[config.mk]
export PLATFORM = sky130hd
export DESIGN_NAME = circular_deque
export DESIGN_NICKNAME = d
export VERILOG_FILES = /design/src/sv/cdq_pkg.sv /design/src/sv/circular_deque.sv /design/src/sv/cdq_ram.sv /design/src/sv/cdq_ctrl.sv
export SDC_FILE = /design/constraint.sdc
export NUM_CORES = 1
export LEC_CHECK = 0
export ABC_AREA = 1
export CAP_MARGIN = 20
export CORE_UTILIZATION = 50
export DETAILED_ROUTE_END_ITERATION = 7
export DONT_BUFFER_PORTS = 1
export PLACE_DENSITY = 0.71
export RECOVER_POWER = 25
export SYNTH_ARGS = -nofsm -noshare
export SYNTH_HDL_FRONTEND = slang
export SYNTH_SLANG_ARGS = --single-unit
export TNS_END_PERCENT = 50
[constraint.sdc]
create_clock -name clk -period 4.1 [get_ports clk]
set_clock_uncertainty 0.2 [all_clocks]
set_input_delay 0.82 -clock clk [delete_from_list [all_inputs] [get_ports clk]]
set_output_delay 0.82 -clock clk [all_outputs]
set_load 0.05 [all_outputs]
[src/sv/cdq_pkg.sv]
// Shared types, constants and index helpers for the circular deque.
package cdq_pkg;

	localparam int DEPTH  = 8;
	localparam int DATA_W = 32;
	localparam int IDX_W  = (DEPTH > 1) ? $clog2(DEPTH) : 1;
	localparam int CNT_W  = $clog2(DEPTH + 1);

	localparam logic [CNT_W-1:0] OCC_FULL = CNT_W'(DEPTH);
	localparam logic [IDX_W-1:0] IDX_LAST = IDX_W'(DEPTH - 1);

	typedef enum logic [2:0] {
		OP_PUSH_FRONT = 3'd0,
		OP_PUSH_REAR  = 3'd1,
		OP_POP_FRONT  = 3'd2,
		OP_POP_REAR   = 3'd3,
		OP_LIST       = 3'd4
	} op_t;

	typedef enum logic [1:0] {
		ST_OK    = 2'd0,
		ST_FULL  = 2'd1,
		ST_EMPTY = 2'd2
	} status_t;

	typedef enum logic [1:0] {
		S_IDLE = 2'b01,
		S_LIST = 2'b10
	} state_t;

	typedef struct packed {
		logic                     we;
		logic [IDX_W-1:0]         waddr;
		logic signed [DATA_W-1:0] wdata;
		logic                     re;
		logic [IDX_W-1:0]         raddr;
	} ram_req_t;

	// One result: data comes from the ring read port when from_ram is set, else zero.
	typedef struct packed {
		logic    vld;
		logic    from_ram;
		status_t status;
		logic    last;
	} res_t;

	function automatic logic [IDX_W-1:0] next_pos(input logic [IDX_W-1:0] p);
		return (p == IDX_LAST) ? '0 : p + 1'b1;
	endfunction

	function automatic logic [IDX_W-1:0] prev_pos(input logic [IDX_W-1:0] p);
		return (p == '0) ? IDX_LAST : p - 1'b1;
	endfunction

endpackage

[src/sv/circular_deque.sv]
// Double-ended queue of DEPTH 32-bit words held in one ring RAM. An item is
// taken when start is high and busy is low. Push and pop items give a single
// result with strobe in the next cycle; busy stays low, so such items can
// follow every cycle. A list item walks the ring through the RAM's one read
// port, one stored word per cycle: busy is high while the list runs and each
// result follows in the cycle after its read, the final one marked by last.
// Pushes into a full ring and pops or lists on an empty ring give one result
// with an error status and zero data; undefined ops give no result. The
// receiver cannot stall: each result is on the ports for exactly one cycle.
// The ring needs no clearing after reset.
module circular_deque
	import cdq_pkg::*;
(
	input  logic                     clk,
	input  logic                     arst_n,
	input  logic                     start,
	output logic                     busy,
	input  logic [2:0]               op,
	input  logic signed [DATA_W-1:0] value,
	output logic                     strobe,
	output logic signed [DATA_W-1:0] data,
	output logic [1:0]               status,
	output logic                     last
);

	ram_req_t                 ram_req;
	res_t                     res_s1;
	logic signed [DATA_W-1:0] rdata;

	cdq_ctrl u_ctrl (
		.clk     (clk),
		.arst_n  (arst_n),
		.start   (start),
		.op      (op),
		.value   (value),
		.busy    (busy),
		.ram_req (ram_req),
		.res_s1  (res_s1)
	);

	cdq_ram #(
		.WIDTH (DATA_W),
		.DEPTH (DEPTH)
	) u_ring (
		.clk   (clk),
		.we    (ram_req.we),
		.waddr (ram_req.waddr),
		.wdata (ram_req.wdata),
		.re    (ram_req.re),
		.raddr (ram_req.raddr),
		.rdata (rdata)
	);

	assign strobe = res_s1.vld;
	assign data   = (res_s1.vld && res_s1.from_ram) ? rdata : '0;
	assign status = res_s1.status;
	assign last   = res_s1.last;

endmodule

[src/sv/cdq_ram.sv]
// Generic single-write, single-read RAM with registered read data.
module cdq_ram #(
	parameter int WIDTH = 32,
	parameter int DEPTH = 8
) (
	input  logic                              clk,
	input  logic                              we,
	input  logic [$clog2(DEPTH > 1 ? DEPTH : 2)-1:0] waddr,
	input  logic [WIDTH-1:0]                  wdata,
	input  logic                              re,
	input  logic [$clog2(DEPTH > 1 ? DEPTH : 2)-1:0] raddr,
	output logic [WIDTH-1:0]                  rdata
);

	logic [WIDTH-1:0] mem_q [DEPTH];

	always_ff @(posedge clk) begin
		if (we) begin
			mem_q[waddr] <= wdata;
		end
		if (re) begin
			rdata <= mem_q[raddr];
		end
	end

endmodule

[src/sv/cdq_ctrl.sv]
// Deque control: pointers, occupancy, list sequencer and result staging.
module cdq_ctrl
	import cdq_pkg::*;
(
	input  logic                     clk,
	input  logic                     arst_n,
	input  logic                     start,
	input  logic [2:0]               op,
	input  logic signed [DATA_W-1:0] value,
	output logic                     busy,
	output ram_req_t                 ram_req,
	output res_t                     res_s1
);

	state_t           state_q, state_n;
	logic [IDX_W-1:0] head_q, head_n;
	logic [IDX_W-1:0] tail_q, tail_n;
	logic [CNT_W-1:0] occ_q, occ_n;
	logic [IDX_W-1:0] pos_q, pos_n;
	logic [CNT_W-1:0] remain_q, remain_n;
	res_t             res_n;
	logic             accept;
	logic             is_empty;
	logic             is_full;

	assign busy     = (state_q != S_IDLE);
	assign accept   = start && (state_q == S_IDLE);
	assign is_empty = (occ_q == '0);
	assign is_full  = (occ_q == OCC_FULL);

	always_comb begin
		state_n  = state_q;
		head_n   = head_q;
		tail_n   = tail_q;
		occ_n    = occ_q;
		pos_n    = pos_q;
		remain_n = remain_q;
		res_n    = '{vld: 1'b0, from_ram: 1'b0, status: ST_OK, last: 1'b0};
		ram_req  = '{we: 1'b0, waddr: '0, wdata: value, re: 1'b0, raddr: '0};

		case (state_q)
			S_IDLE: begin
				if (accept) begin
					case (op_t'(op))
						OP_PUSH_FRONT, OP_PUSH_REAR: begin
							res_n.vld  = 1'b1;
							res_n.last = 1'b1;
							if (is_full) begin
								res_n.status = ST_FULL;
							end else begin
								ram_req.we = 1'b1;
								occ_n      = occ_q + 1'b1;
								if (is_empty) begin
									head_n        = '0;
									tail_n        = '0;
									ram_req.waddr = '0;
								end else if (op_t'(op) == OP_PUSH_FRONT) begin
									head_n        = prev_pos(head_q);
									ram_req.waddr = head_n;
								end else begin
									tail_n        = next_pos(tail_q);
									ram_req.waddr = tail_n;
								end
							end
						end
						OP_POP_FRONT, OP_POP_REAR: begin
							res_n.vld  = 1'b1;
							res_n.last = 1'b1;
							if (is_empty) begin
								res_n.status = ST_EMPTY;
							end else begin
								ram_req.re     = 1'b1;
								res_n.from_ram = 1'b1;
								occ_n          = occ_q - 1'b1;
								if (op_t'(op) == OP_POP_FRONT) begin
									ram_req.raddr = head_q;
									head_n        = next_pos(head_q);
								end else begin
									ram_req.raddr = tail_q;
									tail_n        = prev_pos(tail_q);
								end
								// removing the only word rewinds both ends
								if (occ_q == CNT_W'(1)) begin
									head_n = '0;
									tail_n = '0;
								end
							end
						end
						OP_LIST: begin
							if (is_empty) begin
								res_n.vld    = 1'b1;
								res_n.last   = 1'b1;
								res_n.status = ST_EMPTY;
							end else begin
								state_n  = S_LIST;
								pos_n    = head_q;
								remain_n = occ_q;
							end
						end
						default: begin
						end
					endcase
				end
			end
			S_LIST: begin
				ram_req.re     = 1'b1;
				ram_req.raddr  = pos_q;
				pos_n          = next_pos(pos_q);
				remain_n       = remain_q - 1'b1;
				res_n.vld      = 1'b1;
				res_n.from_ram = 1'b1;
				res_n.last     = (remain_q == CNT_W'(1));
				if (remain_q == CNT_W'(1)) begin
					state_n = S_IDLE;
				end
			end
			default: begin
				state_n = S_IDLE;
			end
		endcase
	end

	always_ff @(posedge clk or negedge arst_n) begin
		if (!arst_n) begin
			state_q  <= S_IDLE;
			head_q   <= '0;
			tail_q   <= '0;
			occ_q    <= '0;
			pos_q    <= '0;
			remain_q <= '0;
			res_s1   <= '{vld: 1'b0, from_ram: 1'b0, status: ST_OK, last: 1'b0};
		end else begin
			state_q  <= state_n;
			head_q   <= head_n;
			tail_q   <= tail_n;
			occ_q    <= occ_n;
			pos_q    <= pos_n;
			remain_q <= remain_n;
			res_s1   <= res_n;
		end
	end

endmodule

Yosys cells after proc, flatten, opt, wreduce, memory -nomap -nowiden

Memory sizes are Yosys's and may differ from the RTL's. A register that Yosys moved wholly into a read port is not among the register bits.
Index checks and enable logic that the tools add are counted.

Register bits after elaboration: 24
Memory bits (writable): 256
Bits of input ports: 38
Output and inout bits: 37
Word-level logic and storage cells: 119
Memories kept: 1

Memories:

| memory       | depth | bits a word | rd ports | clocked after memory_dff | wr ports | line          | text |
|---|---|---|---|---|---|---|---|
| u_ring.mem_q | 8     | 32          | 1        | 1                        | 1        | cdq_ram.sv:15 | `logic [WIDTH-1:0] mem_q [DEPTH];` |

Add/subtract/negate cells: 8
Equal/unequal tests: 23
Mux-type cells: 61
Reduce and logical (&&, ||, !) cells: 16

Operator list:

| kind                  | number |
|---|---|
| $mux W3               | 24 |
| $mux W4               | 12 |
| $mux W32              | 1 |
| $pmux W4 S2           | 3 |
| $pmux W3 S2           | 3 |
| $reduce_and A7 Y1     | 2 |
| $eq A3 B3 Y1 const B  | 4 |
| $mux W2               | 6 |
| $add A3 B1 Y3 const B | 3 |
| $logic_not A3 Y1      | 3 |
| $pmux W3 S3           | 1 |
| $eq A4 B1 Y1 const B  | 2 |
| $ne A2 B2 Y1 const B  | 4 |
| $pmux W2 S2           | 2 |
| $reduce_and A4 Y1     | 2 |
| $sub A4 B1 Y4 const B | 2 |
| $eq A3 B2 Y1 const B  | 2 |
| $mux W1               | 6 |
| $ne A2 B1 Y1 const B  | 3 |
| $ne A3 B1 Y1 const B  | 2 |
| $sub A3 B1 Y3 const B | 2 |
| $mux W5               | 1 |
| $reduce_and A5 Y1     | 1 |
| $add A4 B1 Y4 const B | 1 |
| other kinds (12)      | 16 |

Logic depth before layout (Yosys ltp)

Depth in word-level cells: 10
Depth in mapped cells: 15
Mapped depth without buffers: 14

Hierarchy

A second synthesis with hierarchy kept.

Cells, all modules: 1521
Area total of the unflattened synthesis: 14689.1 um^2

Modules (own cells, without submodules):

| module         | instances | cells an instance | area each (um^2) | sequential area each (um^2) |
|---|---|---|---|---|
| cdq_ram        | 1         | 1156              | 12192.9          | 8648.3 |
| cdq_ctrl       | 1         | 297               | 2125.8           | 601.8 |
| circular_deque | 1         | 68                | 370.4            | 0.0 |

Least setup slack after synthesis

OpenSTA, ideal clock, no wires.

Kind: input to register
Start point: in op[2]
End point: mem u_ring.mem_q[1][0], enable pin
Setup time: 0.421 ns
Data arrival time: 3.121 ns
Required time: 3.479 ns
Slack: 0.358 ns
Cell stages on the path: 10
Path buffers: 1
Cell sequence: buf_2 > nor2_1 > inv_1 > nor2_1 > inv_1 > nor2_1 > inv_1 > nor2_1 > inv_1 > nor2_1

Longest elaborated chain between the ends: 7
Elaborated cells on any way between the ends: 11
Classes of those cells: eq/ne: 1; mux: 8; reduce/logical: 2

RTL lines:

| item                                                            | line                           | text |
|---|---|---|
| from (decl)                                                     | circular_deque.sv:18           | `input logic [2:0] op,` |
| $eq A3 B1 Y1 / $logic_not A3 Y1 (equally long branches)         | cdq_ctrl.sv:44, cdq_ctrl.sv:57 |  |
| $reduce_or A2 Y1 / $mux W3 (equally long branches)              | cdq_ctrl.sv:44, cdq_ctrl.sv:57 |  |
| $mux W4 (*)                                                     | cdq_ctrl.sv:44                 | `case (op_t'(op))` |
| $mux W4 (*)                                                     | cdq_ctrl.sv:43                 | `if (accept) begin` |
| $mux W4 (*)                                                     | cdq_ctrl.sv:41                 | `case (state_q)` |
| $mux W1 / $mux W4 (equally long branches)                       | cdq_ram.sv:18, cdq_ctrl.sv:43  |  |
| $mux W1 (implied by the code) / $mux W4 (equally long branches) | cdq_ram.sv:19, cdq_ctrl.sv:41  |  |
| to (decl)                                                       | cdq_ram.sv:15                  |  |

Every way passes the cells marked *; elsewhere a longest branch is shown, timed or not.

Final worst setup path

Start point: reg u_ctrl.occ_q[0]
End point: reg u_ring.rdata[13] (read register of u_ring.mem_q), data pin

Longest elaborated chain between the ends: 5

RTL lines:

| item                   | line            | text |
|---|---|---|
| from (decl)            | cdq_ctrl.sv:18  | `logic [CNT_W-1:0] occ_q, occ_n;` |
| from (signal assigned) | cdq_ctrl.sv:136 | `occ_q <= occ_n;` |
| $logic_not A4 Y1       | cdq_ctrl.sv:28  | `assign is_empty = (occ_q == '0);` |
| $mux W4                | cdq_ctrl.sv:69  | `if (is_empty) begin` |
| $mux W4                | cdq_ctrl.sv:44  |  |
| $mux W4                | cdq_ctrl.sv:43  |  |
| $pmux W4 S2            | cdq_ctrl.sv:41  |  |
| to (decl)              | cdq_ram.sv:12   | `output logic [WIDTH-1:0] rdata` |

Every way passes these cells.
A chain may end at the register's enable or synchronous reset.

==> flow_summary.rst <==
.. list-table::
   :header-rows: 1

   * - Metric
     - Value
   * - GRT overflow
     - 0
   * - Slew of the pin with the lowest slew margin
     - 0.846 ns
   * - Distinct cells, synth
     - 33
   * - Synthesized instance count
     - 1404
   * - Top-level I/O count
     - 75
   * - Crit Path Class
     - reg2reg
   * - Fill cell total of the finished layout
     - 2375
   * - Relative area change from synthesis to final layout
     - 12.8%
   * - Count of flip-flops with a built-in enable after synthesis
     - 288
   * - DP Wirelength
     - 18000 microns
   * - Worst-case reg-to-reg path depth
     - 14
   * - Antenna-violating nets left
     - 0
   * - Number of DRC markers in iteration 0
     - 791
   * - Number of vias per cell
     - 5.19
   * - Endpoint type of the worst setup path
     - register
   * - TritonCTS buffer count
     - 34
   * - Top-count cell post-synth
     - nand2_1
   * - Summed instance area of the synthesized netlist
     - 0.0143 sq mm
   * - Area share of the leading cell type in the synthesized netlist
     - 60.5%
   * - Placeable core area
     - 0.0279 sq mm
   * - Pin count of the biggest net entering global routing
     - 113
   * - Clk slew on worst S/H paths
     - 0.06 ns
   * - Clk root buf
     - clkbuf_16
   * - DRC violations left
     - 0
   * - VDD IR-drop max
     - 473 uV
   * - Area of the die
     - 0.0293 sq mm
   * - Die span in x
     - 171 microns
   * - Leakage component of the power
     - 0.00698 uW
   * - Syn_nets
     - 1459
   * - Buffers inserted by post-CTS timing repair
     - 0
   * - Final count of negative-setup-slack endpoints
     - 0
   * - Signal arrival time at the worst endpoint
     - 3.31 ns
   * - Worst setup slack before clock tree synthesis
     - 0.750 ns
   * - Maximum achievable frequency
     - 307 MHz
   * - Final antenna diode count
     - 0
   * - Layout cell share with drive strength beyond 1
     - 9.10%
   * - Aggregate routed wire length
     - 31100 microns
   * - Post-synthesis cell type with the largest combined area
     - edfxtp_1
   * - Clk buf depth
     - 3
   * - Initial cell density of the core
     - 51.2%
   * - Fin worst setup slack
     - 0.838 ns
   * - Insertion delay of the later-clocked pin in the worst-skew pair
     - 0.51 ns
   * - First drt pass iteration count
     - 6
   * - Mean instance size in the synthesized netlist
     - 10.2 sq um
   * - Initial antenna violation count
     - 0
   * - Top_reg_cell synth
     - edfxtp_1
   * - Number of global-route vias before repair
     - 9393
   * - Required time at the worst-slack endpoint
     - 4.15 ns
   * - Clock tree from TritonCTS
     - done
   * - First-pass GRT wire length
     - 49900 microns
   * - Share of the yosys chip area belonging to registers
     - 64.7%
   * - Sink Count
     - 312
   * - H-tree level count
     - 2
   * - Critical path fanouts, max
     - 49
   * - Vias
     - 9487
   * - Final routed wire length divided by cell count
     - 17.0 microns
   * - Synth warn
     - 0
   * - Share of the cycle needed by the critical path after routing
     - 79.6%
   * - Sum of negative setup slack
     - 0 ns
   * - Proportion of synthesized flip-flops having asynchronous set or reset
     - 7.69%
   * - Result of the run
     - finished clean
   * - Number of maximum-capacitance violations
     - 0
   * - Final min period
     - 3.26 ns
   * - Placement Rows
     - 61
   * - Hold violation count in the final report
     - 0
   * - Number of stages on the worst hold path
     - 0
   * - Power Total
     - 9410 uW
   * - Cells taking the most area after synthesis
     - edfxtp_1 (60%), nand3_1 (8.2%), nand2_1 (8.1%)
   * - Unrepaired setup endpoints after global routing
     - false
   * - PwrDens
     - 584 mW/mm^2
   * - WHS
     - 0.195 ns
   * - Register bit total from synthesis
     - 312
   * - Startpoint types
     - register
   * - Final estimated routing congestion in global placement
     - 0.821
   * - Rel. slew slack
     - 43.6%
   * - Floorplan die height
     - 171 microns
   * - Top cell types by occurrence after synthesis
     - nand2_1 (307), edfxtp_1 (288), inv_1 (262)
   * - Input/output buffers
     - 0
   * - Max Slew Vio Count
     - 0
   * - Tot GR Track Use
     - 22.1%
   * - Type of the most critical hold path
     - in2reg
   * - Final Net Count
     - 1481
cell type report:
cell class / count / area (sq um) / area share (%)
sequential: 312 / 9250 / 57.3
multi-input combinational: 755 / 3760 / 23.3
inverter: 266 / 1000 / 6.21
clock buffer: 46 / 980 / 6.07
timing repair buffer: 57 / 531 / 3.29
tap: 378 / 473 / 2.93
clock inverter: 15 / 134 / 0.830
worst paths after layout:
| path | to | start | slack, ns |
|---|---|---|---|
| max in group asynchronous | u_ctrl.state_q[0] | arst_n | 2.94 |
| setup reg to reg | u_ring.rdata[13] | u_ctrl.occ_q[0] | 0.84 |
| hold / removal | u_ring.mem_q[4][5] | value[5] | 0.20 |
| setup / recovery | u_ring.rdata[13] | u_ctrl.occ_q[0] | 0.84 |
| min in group asynchronous | u_ctrl.occ_q[1] | arst_n | 0.54 |
| hold reg to reg | u_ctrl.pos_q[1] | u_ctrl.pos_q[1] | 0.31 |
worst max-delay path, stage by stage (launching register included):
cell and delay, ns:
dfrtp_1 0.44, inv_1 0.13, ha_1 0.21, nand2_1 0.06, nor2_1 0.31, nor2_4 0.09, nand3_2 0.11, nand2_4 0.25
nand2_2 0.42, buf_12 0.32, nand2_1 0.08, nand3_1 0.08, nand2_1 0.10, nand2_1 0.08, nand2_1 0.07
metal layers:
layer,vias up,track usage [%],wire length (microns)
met2,249,37.1,15100
met3,62,3.96,1880
met5,-,0,0
met4,0,7.69,808
met1,4544,29.0,13300
li1,4632,-,-
metrics by stage:
| stage | area (sq um) | cells | util [%] |
|---|---|---|---|
| 6_report | 16100 | 1829 | 57.7 |
| 5_1_grt | 16100 | 1829 | 57.7 |
| 2_1_floorplan | 14300 | 1404 | - |
| 3_5_place_dp | 15000 | 1766 | 53.7 |
| 4_1_cts | 16100 | 1829 | 57.7 |
| 3_3_place_gp | 15000 | 1766 | 53.7 |
where the power goes:
| group | total (uW) | leakage, uW | switching (uW) | internal, uW |
|---|---|---|---|---|
| Combinational | 2410 | 0.00354 | 1760 | 648 |
| Clock | 3030 | 0.000549 | 1220 | 1810 |
| Sequential | 3970 | 0.00289 | 151 | 3820 |
| Total | 9410 | 0.00698 | 3130 | 6280 |
cells in the final DEF, fill, tap and decap left out, types with 8 or more instances in the layout:
cell / Yosys / routed
nand3b_1: 64 / 64
inv_1: 262 / 261
buf_12: 0 / 8
clkbuf_16: 0 / 37
edfxtp_1: 288 / 288
nand2_1: 307 / 306
nand3_1: 235 / 235
nor2_1: 61 / 52
buf_4: 13 / 48
o21ai_0: 28 / 28
nor2_4: 1 / 10
dfrtp_1: 23 / 23
ha_1: 17 / 17
a21oi_1: 14 / 14
registers in the layout, indices dropped and copies added (netlist names):
register and count:
u_ctrl.occ_q 4, u_ctrl.head_q 3, u_ctrl.res_s1 5, u_ctrl.tail_q 3
u_ring.rdata 32, u_ctrl.remain_q 4, u_ctrl.state_q 2, u_ring.mem_q 256
u_ctrl.pos_q 3
logic make-up (layout without fill, tap and decap cells):
| logic type | count (synthesis) | count (layout) | synth area share (%) |
|---|---|---|---|
| compound gates | 51 | 51 | 1.94 |
| simple gates | 682 | 682 | 22.0 |
| fa+ha+maj | 17 | 17 | 1.49 |
| flops | 312 | 312 | 64.7 |
| buf+inv | 337 | 384 | 9.54 |
| xor+xnor | 5 | 5 | 0.306 |
what timing repair did:
action | in CTS | in global routing
gates resized for setup | 0 | 0
endpoints found under the hold margin | 24 | 0
hold buffers | 2 | 0
Power figures use the tool's default switching activity.
